$ cat config.mk
export PLATFORM = sky130hd
export DESIGN_NAME = format_string_integer_printer
export DESIGN_NICKNAME = d
export VERILOG_FILES = /design/src/hdl/fsip_pkg.sv /design/src/hdl/fsip_front.sv /design/src/hdl/fsip_queue.sv /design/src/hdl/fsip_back.sv /design/src/hdl/format_string_integer_printer.sv
export SDC_FILE = /design/constraint.sdc
export NUM_CORES = 1
export LEC_CHECK = 0
export ABC_CLOCK_PERIOD_IN_PS = 14640
export BUFFER_PORTS_ARGS = -buffer_cell sky130_fd_sc_hd__buf_4
export CAP_MARGIN = 20
export CORE_MARGIN = 2
export CORE_UTILIZATION = 60
export CTS_BUF_LIST = sky130_fd_sc_hd__clkbuf_8
export DETAILED_ROUTE_END_ITERATION = 7
export PLACE_DENSITY = 0.77
export SLEW_MARGIN = 20
export SYNTH_ARGS = -nofsm -noshare
export SYNTH_HDL_FRONTEND = slang
export SYNTH_HIERARCHICAL = 1
export SYNTH_SLANG_ARGS = --single-unit
$ cat constraint.sdc
create_clock -name clk -period 14.64 [get_ports clk]
set_input_delay 2.196 -clock clk [delete_from_list [all_inputs] [get_ports clk]]
set_output_delay 2.196 -clock clk [all_outputs]
set_load 0.01 [all_outputs]
$ cat src/hdl/fsip_pkg.sv
// Shared types and constants for the integer format printer.
package fsip_pkg;

	localparam int MAX_PAD_DEF = 40;
	localparam int Q_DEPTH_DEF = 4;
	localparam int PAD_W       = 6;
	localparam int LEN_W       = 16;
	localparam int ARG_W       = 64;
	localparam int NDIG        = 22;
	localparam int NBCD        = 20;
	localparam int DIG_W       = 4 * NDIG;
	localparam int REM_W       = 5;
	localparam int BIT_W       = 7;

	localparam logic [7:0] CH_PCT   = 8'h25;
	localparam logic [7:0] CH_SPACE = 8'h20;
	localparam logic [7:0] CH_MINUS = 8'h2d;
	localparam logic [7:0] CH_ZERO  = 8'h30;
	localparam logic [7:0] CH_A_OFS = 8'h57;
	localparam logic [7:0] CH_C     = 8'h63;
	localparam logic [7:0] CH_D     = 8'h64;
	localparam logic [7:0] CH_I     = 8'h69;
	localparam logic [7:0] CH_L     = 8'h6c;
	localparam logic [7:0] CH_O     = 8'h6f;
	localparam logic [7:0] CH_X     = 8'h78;

	typedef enum logic [1:0] {
		K_CHAR = 2'd0,
		K_NUM  = 2'd1,
		K_END  = 2'd2
	} kind_t;

	typedef enum logic [1:0] {
		B_DEC = 2'd0,
		B_HEX = 2'd1,
		B_OCT = 2'd2
	} base_t;

	typedef struct packed {
		kind_t              kind;
		logic [7:0]         ch;
		logic               status;
		logic [PAD_W-1:0]   pad;
		logic               neg;
		base_t              base;
		logic [ARG_W-1:0]   mag;
	} cmd_t;

endpackage

$ cat src/hdl/fsip_front.sv
// Front end: parses format characters and issues output commands.
module fsip_front #(
	parameter int MAX_PAD = fsip_pkg::MAX_PAD_DEF
) (
	input  logic              clk,
	input  logic              arst_n,
	input  logic              fire,
	input  logic [7:0]        fmt_char,
	input  logic [63:0]       arg_value,
	input  logic              end_of_format,
	output logic              push,
	output fsip_pkg::cmd_t    cmd
);

	localparam logic [fsip_pkg::PAD_W-1:0] PAD_MAX = fsip_pkg::PAD_W'(MAX_PAD);

	logic                       in_spec_q;
	logic                       halted_q;
	logic [fsip_pkg::PAD_W-1:0] pad_q;
	logic [1:0]                 long_q;

	logic        wide;
	logic [63:0] sval;
	logic        sneg;
	logic [63:0] smag;

	assign wide = (long_q != 2'd0);
	assign sval = wide ? arg_value : {{32{arg_value[31]}}, arg_value[31:0]};
	assign sneg = sval[63];
	assign smag = sneg ? (64'd0 - sval) : sval;

	always_comb begin
		push     = 1'b0;
		cmd      = '0;
		cmd.kind = fsip_pkg::K_CHAR;
		cmd.base = fsip_pkg::B_DEC;
		if (fire) begin
			if (end_of_format) begin
				push       = 1'b1;
				cmd.kind   = fsip_pkg::K_END;
				cmd.status = halted_q | in_spec_q;
			end else if (!halted_q) begin
				if (!in_spec_q) begin
					if (fmt_char != fsip_pkg::CH_PCT) begin
						push   = 1'b1;
						cmd.ch = fmt_char;
					end
				end else begin
					priority case (fmt_char)
						fsip_pkg::CH_C: begin
							push   = 1'b1;
							cmd.ch = arg_value[7:0];
						end
						fsip_pkg::CH_PCT: begin
							push   = 1'b1;
							cmd.ch = fsip_pkg::CH_PCT;
						end
						fsip_pkg::CH_D, fsip_pkg::CH_I: begin
							push     = (long_q != 2'd3);
							cmd.kind = fsip_pkg::K_NUM;
							cmd.base = fsip_pkg::B_DEC;
							cmd.neg  = sneg;
							cmd.mag  = smag;
							cmd.pad  = (fmt_char == fsip_pkg::CH_D) ? pad_q : '0;
						end
						fsip_pkg::CH_X: begin
							push     = (long_q != 2'd3);
							cmd.kind = fsip_pkg::K_NUM;
							cmd.base = fsip_pkg::B_HEX;
							cmd.mag  = wide ? arg_value : {32'd0, arg_value[31:0]};
						end
						fsip_pkg::CH_O: begin
							push     = (long_q != 2'd3);
							cmd.kind = fsip_pkg::K_NUM;
							cmd.base = fsip_pkg::B_OCT;
							cmd.mag  = wide ? arg_value : {32'd0, arg_value[31:0]};
						end
						default: begin
						end
					endcase
				end
			end
		end
	end

	always_ff @(posedge clk or negedge arst_n) begin
		if (!arst_n) begin
			in_spec_q <= 1'b0;
			halted_q  <= 1'b0;
			pad_q     <= '0;
			long_q    <= 2'd0;
		end else if (fire) begin
			if (end_of_format) begin
				in_spec_q <= 1'b0;
				halted_q  <= 1'b0;
				pad_q     <= '0;
				long_q    <= 2'd0;
			end else if (!halted_q) begin
				if (!in_spec_q) begin
					if (fmt_char == fsip_pkg::CH_PCT) begin
						in_spec_q <= 1'b1;
						pad_q     <= '0;
						long_q    <= 2'd0;
					end
				end else begin
					priority case (fmt_char)
						fsip_pkg::CH_C, fsip_pkg::CH_PCT: in_spec_q <= 1'b0;
						fsip_pkg::CH_SPACE: begin
							if (pad_q < PAD_MAX)
								pad_q <= pad_q + 1'b1;
						end
						fsip_pkg::CH_L: begin
							if (long_q != 2'd3)
								long_q <= long_q + 2'd1;
						end
						fsip_pkg::CH_D, fsip_pkg::CH_I, fsip_pkg::CH_X, fsip_pkg::CH_O: begin
							in_spec_q <= 1'b0;
							if (long_q == 2'd3)
								halted_q <= 1'b1;
						end
						default: begin
							in_spec_q <= 1'b0;
							halted_q  <= 1'b1;
						end
					endcase
				end
			end
		end
	end

endmodule

$ cat src/hdl/fsip_queue.sv
// Command queue between front end and back end.
module fsip_queue #(
	parameter int DEPTH = fsip_pkg::Q_DEPTH_DEF
) (
	input  logic           clk,
	input  logic           arst_n,
	input  logic           push,
	input  fsip_pkg::cmd_t wr_cmd,
	output logic           full,
	input  logic           pop,
	output logic           not_empty,
	output fsip_pkg::cmd_t rd_cmd
);

	localparam int AW = (DEPTH > 1) ? $clog2(DEPTH) : 1;

	fsip_pkg::cmd_t mem_q [DEPTH];
	logic [AW-1:0]  wp_q;
	logic [AW-1:0]  rp_q;
	logic [AW:0]    cnt_q;

	assign full      = (cnt_q == (AW+1)'(DEPTH));
	assign not_empty = (cnt_q != '0);
	assign rd_cmd    = mem_q[rp_q];

	always_ff @(posedge clk) begin
		if (push)
			mem_q[wp_q] <= wr_cmd;
	end

	always_ff @(posedge clk or negedge arst_n) begin
		if (!arst_n) begin
			wp_q  <= '0;
			rp_q  <= '0;
			cnt_q <= '0;
		end else begin
			if (push)
				wp_q <= (wp_q == AW'(DEPTH-1)) ? '0 : wp_q + 1'b1;
			if (pop)
				rp_q <= (rp_q == AW'(DEPTH-1)) ? '0 : rp_q + 1'b1;
			cnt_q <= cnt_q + (AW+1)'(push) - (AW+1)'(pop);
		end
	end

`ifndef NO_ASSERTIONS
	a_no_overflow: assert property (@(posedge clk) disable iff (!arst_n)
		full |-> !push) else $error("push into full queue");
	a_no_underflow: assert property (@(posedge clk) disable iff (!arst_n)
		!not_empty |-> !pop) else $error("pop from empty queue");
	a_count_step: assert property (@(posedge clk) disable iff (!arst_n)
		(push && !pop) |=> cnt_q == $past(cnt_q) + 1'b1) else $error("count lost a push");
`endif

endmodule

$ cat src/hdl/fsip_back.sv
// Back end: expands commands into output bytes and closing results.
module fsip_back (
	input  logic           clk,
	input  logic           arst_n,
	input  logic           cmd_valid,
	input  fsip_pkg::cmd_t cmd,
	output logic           cmd_pop,
	input  logic [15:0]    buffer_limit,
	output logic           m_tvalid,
	input  logic           m_tready,
	output logic [47:0]    m_tdata,
	output logic           m_tlast,
	output logic [0:0]     m_tuser
);

	typedef enum logic [4:0] {
		ST_IDLE = 5'b00001,
		ST_DAB  = 5'b00010,
		ST_PAD  = 5'b00100,
		ST_SIGN = 5'b01000,
		ST_DIG  = 5'b10000
	} state_t;

	state_t                        state_q;
	logic [15:0]                   len_q;
	logic [fsip_pkg::PAD_W-1:0]    pad_q;
	logic                          neg_q;
	logic [63:0]                   shift_q;
	logic [fsip_pkg::BIT_W-1:0]    bit_q;
	logic [fsip_pkg::DIG_W-1:0]    dig_q;
	logic [fsip_pkg::REM_W-1:0]    rem_q;
	logic                          started_q;

	logic        ov_q, ost_q, olast_q, odone_q, ostat_q;
	logic [7:0]  oc_q;
	logic [15:0] opos_q, otot_q;

	logic        slot, emit, elast, fin, skip;
	logic [7:0]  ech;
	logic [3:0]  dtop;
	logic        st_byte, ch_ok;
	logic [15:0] len_inc;
	logic [fsip_pkg::DIG_W-1:0] adj;
	logic [fsip_pkg::DIG_W-1:0] oct_lay;
	logic [65:0] mag_ext;

	assign slot    = !ov_q || m_tready;
	assign dtop    = dig_q[fsip_pkg::DIG_W-1 -: 4];
	assign skip    = !started_q && (dtop == 4'd0) && (rem_q != 5'd1);
	assign st_byte = (len_q < buffer_limit);
	assign ch_ok   = ({1'b0, len_q} + 17'd1) < {1'b0, buffer_limit};
	assign len_inc = (len_q == 16'hffff) ? len_q : len_q + 16'd1;
	assign mag_ext = {2'b00, cmd.mag};

	always_comb begin
		adj = '0;
		for (int j = 0; j < fsip_pkg::NBCD; j++)
			adj[4*j +: 4] = (dig_q[4*j +: 4] >= 4'd5) ? dig_q[4*j +: 4] + 4'd3 : dig_q[4*j +: 4];
	end

	always_comb begin
		oct_lay = '0;
		for (int k = 0; k < fsip_pkg::NDIG; k++)
			oct_lay[4*k +: 4] = {1'b0, mag_ext[3*k +: 3]};
	end

	always_comb begin
		emit    = 1'b0;
		ech     = '0;
		elast   = 1'b0;
		fin     = 1'b0;
		cmd_pop = 1'b0;
		unique case (state_q)
			ST_IDLE: begin
				if (cmd_valid) begin
					unique case (cmd.kind)
						fsip_pkg::K_CHAR: begin
							if (slot) begin
								emit    = 1'b1;
								ech     = cmd.ch;
								elast   = 1'b1;
								cmd_pop = 1'b1;
							end
						end
						fsip_pkg::K_END: begin
							if (slot) begin
								fin     = 1'b1;
								cmd_pop = 1'b1;
							end
						end
						fsip_pkg::K_NUM: cmd_pop = 1'b1;
						default: begin
						end
					endcase
				end
			end
			ST_DAB: begin
			end
			ST_PAD: begin
				if (pad_q != '0 && slot) begin
					emit = 1'b1;
					ech  = fsip_pkg::CH_SPACE;
				end
			end
			ST_SIGN: begin
				if (slot) begin
					emit = 1'b1;
					ech  = fsip_pkg::CH_MINUS;
				end
			end
			ST_DIG: begin
				if (!skip && slot) begin
					emit  = 1'b1;
					ech   = (dtop < 4'd10) ? fsip_pkg::CH_ZERO + {4'b0, dtop}
					                       : fsip_pkg::CH_A_OFS + {4'b0, dtop};
					elast = (rem_q == 5'd1);
				end
			end
			default: begin
			end
		endcase
	end

	always_ff @(posedge clk) begin
		unique case (state_q)
			ST_IDLE: begin
				if (cmd_pop && cmd.kind == fsip_pkg::K_NUM) begin
					pad_q     <= cmd.pad;
					neg_q     <= cmd.neg;
					shift_q   <= cmd.mag;
					bit_q     <= 7'd64;
					rem_q     <= 5'(fsip_pkg::NDIG);
					started_q <= 1'b0;
					unique case (cmd.base)
						fsip_pkg::B_HEX: dig_q <= {24'd0, cmd.mag};
						fsip_pkg::B_OCT: dig_q <= oct_lay;
						default:         dig_q <= '0;
					endcase
				end
			end
			ST_DAB: begin
				dig_q   <= {8'd0, adj[78:0], shift_q[63]};
				shift_q <= {shift_q[62:0], 1'b0};
				bit_q   <= bit_q - 7'd1;
			end
			ST_PAD: begin
				if (emit)
					pad_q <= pad_q - 1'b1;
			end
			ST_SIGN: begin
			end
			ST_DIG: begin
				if (skip || emit) begin
					dig_q <= {dig_q[fsip_pkg::DIG_W-5:0], 4'd0};
					rem_q <= rem_q - 5'd1;
				end
				if (emit)
					started_q <= 1'b1;
			end
			default: begin
			end
		endcase
		if (emit) begin
			oc_q    <= (st_byte && ch_ok) ? ech : 8'd0;
			opos_q  <= len_q;
			ost_q   <= st_byte;
			olast_q <= elast;
			odone_q <= 1'b0;
			ostat_q <= 1'b0;
			otot_q  <= '0;
		end else if (fin) begin
			oc_q    <= 8'd0;
			opos_q  <= len_q;
			ost_q   <= st_byte;
			olast_q <= 1'b1;
			odone_q <= 1'b1;
			ostat_q <= cmd.status;
			otot_q  <= len_q;
		end
	end

	always_ff @(posedge clk or negedge arst_n) begin
		if (!arst_n) begin
			state_q <= ST_IDLE;
			len_q   <= '0;
			ov_q    <= 1'b0;
		end else begin
			if (emit) begin
				ov_q  <= 1'b1;
				len_q <= len_inc;
			end else if (fin) begin
				ov_q  <= 1'b1;
				len_q <= '0;
			end else if (m_tready) begin
				ov_q <= 1'b0;
			end
			unique case (state_q)
				ST_IDLE: begin
					if (cmd_pop && cmd.kind == fsip_pkg::K_NUM)
						state_q <= (cmd.base == fsip_pkg::B_DEC) ? ST_DAB : ST_PAD;
				end
				ST_DAB: begin
					if (bit_q == 7'd1)
						state_q <= ST_PAD;
				end
				ST_PAD: begin
					if (pad_q == '0)
						state_q <= neg_q ? ST_SIGN : ST_DIG;
				end
				ST_SIGN: begin
					if (emit)
						state_q <= ST_DIG;
				end
				ST_DIG: begin
					if (emit && rem_q == 5'd1)
						state_q <= ST_IDLE;
				end
				default: state_q <= ST_IDLE;
			endcase
		end
	end

	assign m_tvalid = ov_q;
	assign m_tdata  = {6'd0, otot_q, ostat_q, ost_q, opos_q, oc_q};
	assign m_tlast  = olast_q;
	assign m_tuser  = odone_q;

`ifndef NO_ASSERTIONS
	a_done_is_last: assert property (@(posedge clk) disable iff (!arst_n)
		(ov_q && odone_q) |-> olast_q) else $error("closing result without last");
	a_unstored_zero: assert property (@(posedge clk) disable iff (!arst_n)
		(ov_q && !ost_q) |-> oc_q == 8'd0) else $error("unstored byte not zero");
	a_dig_remaining: assert property (@(posedge clk) disable iff (!arst_n)
		state_q == ST_DIG |-> rem_q != '0) else $error("digit phase with no digits");
`endif

endmodule

$ cat src/hdl/format_string_integer_printer.sv
// Top level of the streaming integer format printer.
// Usage:
//  s_* channel: one format character per transaction. s_tdata holds fmt_char
//  and arg_value; s_tlast set closes the format string (fmt_char ignored).
//  m_* channel: one transaction per output byte, then one closing transaction
//  (m_tuser = 1) carrying status and total length. m_tlast marks the last
//  result caused by an input transaction.
//  cfg_* channel: writes buffer_limit; always ready, use only while idle.
// Throughput and sequencing:
//  Front end takes one character per cycle while the command queue has room.
//  Literals, %c and %% emit one byte a cycle while m_tready is high. Decimal
//  goes through the pop, a binary-to-BCD pass over all 64 bits, the pad spaces,
//  the sign if negative and 22 digit slots (leading zeros skip one per cycle).
//  Hex and octal go through the pop, one pass through the pad stage and 22
//  digit slots. The shift-add BCD loop in the back end sets the worst case.
// Reset: all parse state and the output length clear; buffer_limit = 65535.
// Stall: m_tready low holds the output register; the back end waits, the
//  queue fills and then s_tready drops.
module format_string_integer_printer #(
	parameter int MAX_PAD = fsip_pkg::MAX_PAD_DEF,
	parameter int Q_DEPTH = fsip_pkg::Q_DEPTH_DEF
) (
	input  logic        clk,
	input  logic        arst_n,
	input  logic        s_tvalid,
	output logic        s_tready,
	input  logic [71:0] s_tdata,   // fmt_char[7:0], arg_value[71:8]
	input  logic        s_tlast,   // end_of_format
	output logic        m_tvalid,
	input  logic        m_tready,
	output logic [47:0] m_tdata,   // out_char[7:0], position[23:8], store[24],
	                               // status[25], total_length[41:26], zero[47:42]
	output logic        m_tlast,   // last
	output logic [0:0]  m_tuser,   // done_res
	input  logic        cfg_valid,
	output logic        cfg_ready,
	input  logic [15:0] cfg_data   // buffer_limit
);

	logic           fire;
	logic           push;
	logic           q_full;
	logic           q_ne;
	logic           pop;
	fsip_pkg::cmd_t f_cmd;
	fsip_pkg::cmd_t b_cmd;
	logic [15:0]    limit_q;

	assign s_tready  = !q_full;
	assign fire      = s_tvalid && s_tready;
	assign cfg_ready = 1'b1;

	// buffer size register
	always_ff @(posedge clk or negedge arst_n) begin
		if (!arst_n)
			limit_q <= 16'hffff;
		else if (cfg_valid)
			limit_q <= cfg_data;
	end

	fsip_front #(.MAX_PAD(MAX_PAD)) u_front (
		.clk           (clk),
		.arst_n        (arst_n),
		.fire          (fire),
		.fmt_char      (s_tdata[7:0]),
		.arg_value     (s_tdata[71:8]),
		.end_of_format (s_tlast),
		.push          (push),
		.cmd           (f_cmd)
	);

	fsip_queue #(.DEPTH(Q_DEPTH)) u_queue (
		.clk       (clk),
		.arst_n    (arst_n),
		.push      (push),
		.wr_cmd    (f_cmd),
		.full      (q_full),
		.pop       (pop),
		.not_empty (q_ne),
		.rd_cmd    (b_cmd)
	);

	fsip_back u_back (
		.clk          (clk),
		.arst_n       (arst_n),
		.cmd_valid    (q_ne),
		.cmd          (b_cmd),
		.cmd_pop      (pop),
		.buffer_limit (limit_q),
		.m_tvalid     (m_tvalid),
		.m_tready     (m_tready),
		.m_tdata      (m_tdata),
		.m_tlast      (m_tlast),
		.m_tuser      (m_tuser)
	);

endmodule

# After elaboration in Yosys (flattened, before gate mapping)
# Memory sizes are Yosys's and may differ from the RTL's.
# Index checks and enable logic that the tools add are counted.
# word_totals
reg_bits,271
mem_bits_rw,336
inputBits,94
out_inout_bits,53
word_cells,304
mem_count,1
# op_classes
n_addsub,34
order_cmp,24
eq_ne,41
n_mux,133
bitwise,1
reduce_logical,45
# memory_table
memory,words,width,read_ports,rd_ports_with_merged_regs,write_ports,line_no,rtl
u_queue.mem_q,4,84,1,0,1,fsip_queue.sv:17,fsip_pkg::cmd_t mem_q [DEPTH];
# ops
operator,count
88-bit one-hot mux with 3 select lines,1
64-bit two-way mux,4
73-bit two-way mux,3
66-bit one-hot mux with 3 select lines,1
88-bit two-way mux,2
85-bit one-hot mux with 2 select lines,1
64-bit one-hot mux with 2 select lines,1
8-bit two-way mux,11
84-bit two-way mux,1
"4-bit by 3-bit greater-or-equal comparator with 1-bit output, second input constant",20
16-bit two-way mux,5
"4-bit by 2-bit adder with 4-bit output, second input constant",19
4-bit two-way mux,19
6-bit two-way mux,11
"1-bit by 64-bit subtractor with 64-bit output, first input constant",1
"8-bit by 7-bit == test with 1-bit output, second input constant",6
5-bit two-way mux,8
1-bit two-way mux,38
8-bit one-hot mux with 4 select lines,1
5-bit one-hot mux with 5 select lines,1
2-bit two-way mux,10
"16-bit by 1-bit adder with 17-bit output, second input constant",1
17-bit by 16-bit less-than comparator with 1-bit output,1
"16-bit by 1-bit adder with 16-bit output, second input constant",1
53 further kinds,111

# Logic depth before layout (Yosys ltp)
# depth
word_depth,10
depth_mapped,13
depth_no_buf,13

# By module
# Netlist, hierarchy kept.
# modules_own_cells
module,n_inst,cells_each,area_per_inst_um2,seq_area_each_um2
fsip_back,1,1404,13787.0,6857.8
fsip_queue,1,475,12569.6,10264.8
fsip_front,1,621,3882.5,250.2
format_string_integer_printer,1,38,690.7,420.4

# Least setup slack after synthesis
# Ideal clock, no wire load.
# synth_timing
path_type,input to register
from,input port m_tready
to,register u_back/dig_q[0] (netlist name) (enable)
setup_time_ns,0.587
arrival_ns,7.204
required_ns,14.053
setup_slack_ns,6.849
path_stages,4
path_buffers,1
path_cell_list,nand2b_1 clkbuf_1 o21ai_0 a31oi_1
# synth_via
elab_chain_len,8
elab_cells_between_ends,17
cone_classes,eq/ne: 2; mux: 9; reduce/logical: 6
# synth_rtl
element,line_no,rtl
"start, declared",format_string_integer_printer.sv:30,"input logic m_tready,"
1-bit logical OR *,fsip_back.sv:47,assign slot = !ov_q || m_tready;
1-bit two-way mux,"fsip_back.sv:78, fsip_back.sv:86, fsip_back.sv:106",
1-bit two-way mux / 1-bit one-hot mux with 2 select lines (equally long branches),fsip_back.sv:76,unique case (cmd.kind)
1-bit two-way mux,fsip_back.sv:75,if (cmd_valid) begin
1-bit one-hot mux with 4 select lines / 1-bit two-way mux (equally long branches),fsip_back.sv:73,unique case (state_q)
1-bit logical OR / 1-bit logical AND (equally long branches),"fsip_back.sv:153, fsip_back.sv:127",
2-bit by 1-bit inequality test with 1-bit output (no source line),n/a,
3-bit AND reduction (no source line) *,n/a,
"end signal, assigned",fsip_back.sv:136,fsip_pkg::B_OCT: dig_q <= oct_lay;
"end signal, assigned",fsip_back.sv:142,"dig_q <= {8'd0, adj[78:0], shift_q[63]};"
"end signal, assigned",fsip_back.sv:154,"dig_q <= {dig_q[fsip_pkg::DIG_W-5:0], 4'd0};"
"end, declared",fsip_back.sv:30,logic [fsip_pkg::DIG_W-1:0] dig_q;
# Every way passes the cells marked *; elsewhere a longest branch is shown, timed or not.
# A chain may end at the register's enable or synchronous reset.

# Worst setup path in the final report
# layout_timing
from,input port s_tdata[7]
to,memory u_queue/mem_q[2][20] (netlist name) (enable)
# layout_via
elab_chain_len,9
elab_cells_between_ends,17
cone_classes,eq/ne: 7; mux: 8; reduce/logical: 2
# layout_rtl
element,line_no,rtl
"start, declared",format_string_integer_printer.sv:27,"input logic [71:0] s_tdata,"
8-bit by 7-bit == test with 1-bit output / 8-bit by 6-bit == test with 1-bit output (equally long branches),fsip_front.sv:49,priority case (fmt_char)
4-bit OR reduction (no source line) / 2-bit OR reduction (equally long branches),n/a,
1-bit one-hot mux with 2 select lines,fsip_front.sv:49,
1-bit two-way mux *,fsip_front.sv:43,if (!in_spec_q) begin
1-bit two-way mux *,fsip_front.sv:42,end else if (!halted_q) begin
1-bit two-way mux *,fsip_front.sv:38,if (end_of_format) begin
1-bit two-way mux *,fsip_front.sv:37,if (fire) begin
net push,format_string_integer_printer.sv:41,logic push;
1-bit two-way mux *,fsip_queue.sv:27,if (push)
1-bit two-way mux (implied by the code) *,fsip_queue.sv:28,mem_q[wp_q] <= wr_cmd;
"end, declared",fsip_queue.sv:17,
# The timed path passes the listed nets; every way through them passes the cells marked *.

==> metrics.yaml <==
min_path_type: "flip-flop to flip-flop"
cap_violations: 0
post-cts-setup-buffer-count: 0
r2r_cells: 7
path_max_fanout: 53
portBuffers: 139
synthArstFlopShare_pct: 9.061
synth_edf_count: 534
critPathCaptureType: "flip-flop"
yosysWarnings: 6
grt_busiest_layer: "met2"
final.setup.tns_ns: 0
cts_resized: 0
clkSlewWorstSetupHoldPaths_ns: 0.06
setup_viol: 0
p_total_mw: 6.698
grt_max_degree: 81
drc: 0
netlist_area_sq_um: 30930
synth.area.top_cells: "edfxtp_1 (52%), mux4_2 (6.1%), nand2_1 (4.8%), ha_1 (3.7%), dfrtp_1 (3.1%)"
wirelength_um: 79890
syn_avg_cell_area_sq_um: 12.19
arrival_ns: 5.91
synth-seq-area-share_pct: 57.53
post-synth-top-area-cell: "edfxtp_1"
grt_pass1_vias: 21235
cts-root-buf: "clkbuf_8"
grtUsageMet1_pct: 43.86
clock_path_buffers: 3
layout-drive-gt1-share_pct: 16.98
num_vias: 21983
dieHeight_um: 231.0
io_pins: 147
stdcell_area_sq_um: 34130
synth_cell_types: 101
htreeDepth: 3
gr-total-overflow: 0
area_growth_pct: 10.35
grt_pass1_wl_um: 122700
fmax_ghz: 0.1781
clock_latency_ns: 0.70
yosys.area.top_type_share_pct: 51.84
period_share_pct: 38.35
cts_tree: "yes"
fin_worst_skew_ns: 0.03931
hold_viol: 0
core_sq_um: 51090
fin_crit_ns: 5.615
place_congestion: 0.9236
ys_ff_latch: 607
utilization_pct: 66.80
start_util_pct: 60.53
dr.pass1.iters: 7
p_leak_nw: 12.62
fp-row-count: 83
grt_usage_pct: 29.92
drv_slew: 0
post_dp_cell_area_sq_um: 32390
wire_per_inst_um: 23.33
synth_ff_type: "edfxtp_1"
relSlewSlack_pct: 28.20
die-area_sq_um: 53380
startpoint_type: "input port"
clkSinkCount: 607
grt.met3_usage_pct: 4.023
hpwl_um: 55310
nets: 2855
rsz0062_at_grt: "false"
antenna_found_initial: 1
first_iter_violations: 2776
status: "finished clean"
synth_most_common_cell: "edfxtp_1"
synthTopCellsByCount: "edfxtp_1 (534), nand2_1 (392), nor2_1 (140)"
hold_depth: 2
worst_ep_required_time_ns: 14.93
ant_nets: 0
use_met2_pct: 46.99
ir_drop_v: 0.0001009
fp.dieW_um: 231.0
synthCells: 2538
worstMarginPinSlew_ns: 1.077
worstSetupPathType: "input port to flip-flop"
power_density_nw_per_um2: 196.3
hold_buffers: 0
cts_buffers: 96
viasPerCell: 6.418
routing by layer:
metal	wire length [um]	vias to the layer above	part of all wire [%]
met1	34210	10891	43
met4	1767	0	2.2
met3	6366	121	8.0
li1	-	9897	-
met5	0	-	0
met2	37540	1074	47
worst max-delay path: stages:
cell	delay (ns)
buf_4	0.12
and4bb_2	0.36
nand3_1	0.17
o21ai_2	0.50
nor2_1	0.21
o2111a_1	0.30
o21ai_0	0.65
and2_4	0.61
buf_4	0.71
final cells by class:
class	count	area [sq um]
Multi-Input combinational cell	1699	12130
Clock buffer	104	1431
Sequential cell	607	17800
Fill cell	3681	16960
Tap cell	680	850.8
Inverter	100	375.4
Timing Repair Buffer	164	1231
Antenna cell	1	2.502
Clock inverter	70	306.5
power by group:
group	leakage (nW)	switching (mW)	internal, mW
clock	1.05	0.646	0.655
combinational	5.66	1.51	0.921
sequential	5.92	0.328	2.64
state kept, by name, indices dropped and copies added, names as in the netlist, 3 cells and up:
signal	count
limit_q	16
u_back/rem_q	5
u_back/dig_q	88
u_back/oc_q	8
u_queue/cnt_q	3
u_queue/mem_q	336
u_back/pad_q	6
u_back/bit_q	7
u_back/shift_q	64
u_back/otot_q	16
u_front/pad_q	6
u_back/opos_q	16
u_back/len_q	16
u_back/state_q	5
path summary, 6_finish.rpt:
check,slack [ns],from,end
min in group asynchronous,1.59,arst_n,u_queue/wp_q[1]
worst min-delay path,0.44,u_back/m_tuser,u_back/m_tuser
worst min register to register,0.44,u_back/m_tuser,u_back/m_tuser
worst max-delay path,9.02,s_tdata[7],u_queue/mem_q[2][20]
worst max register to register,10.43,u_queue/rp_q[0],u_back/dig_q[38]
max in group asynchronous,12.45,arst_n,u_queue/rp_q[0]
cell families (layout without fill, tap and decap cells):
kind of cell / after synthesis / after routing / synth area share, %
AOI/OAI and AO/OA: 525 / 525 / 11.57
xor gates and xnor gates: 71 / 71 / 2.011
adders and majority gates: 93 / 93 / 3.786
buffers and inverters: 237 / 438 / 3.479
DFF: 607 / 607 / 57.53
muxes: 126 / 126 / 7.674
other: 2 / 8 / 0.02428
and+or+nand+nor: 877 / 877 / 13.93
metrics by stage:
step | hold WS [ns] | std cells | worst slack [ns]
floorplan | 0.4344 | 2543 | 6.849
global placement | 0.4296 | 3250 | 8.466
detailed placement | 0.4342 | 3250 | 8.367
CTS | 0.4446 | 3424 | 9.075
global route | 0.4815 | 3425 | 8.776
finish | 0.4434 | 3425 | 9.025
cell usage in the layout (no fill, tap or decap), types with 19 or more instances in the layout:
master      n
edfxtp_1  534
nand2_1   390
buf_4     164
nor2_1    140
inv_1     138
a21oi_1   128
o21ai_0   119
clkbuf_8  104
ha_1       92
mux4_2     84
a22oi_1    58
nand3_1    55
nor3_1     45
xnor2_1    45
a221o_1    40
nand2b_1   37
dfrtp_1    36
xor2_1     26
mux2i_1    23
or4_1      23
nand4_1    22
or3_1      21
nor4_1     20
o221ai_1   20
nor3b_1    19
and3_1     19
Note: power is estimated with default switching activity, not from simulation.
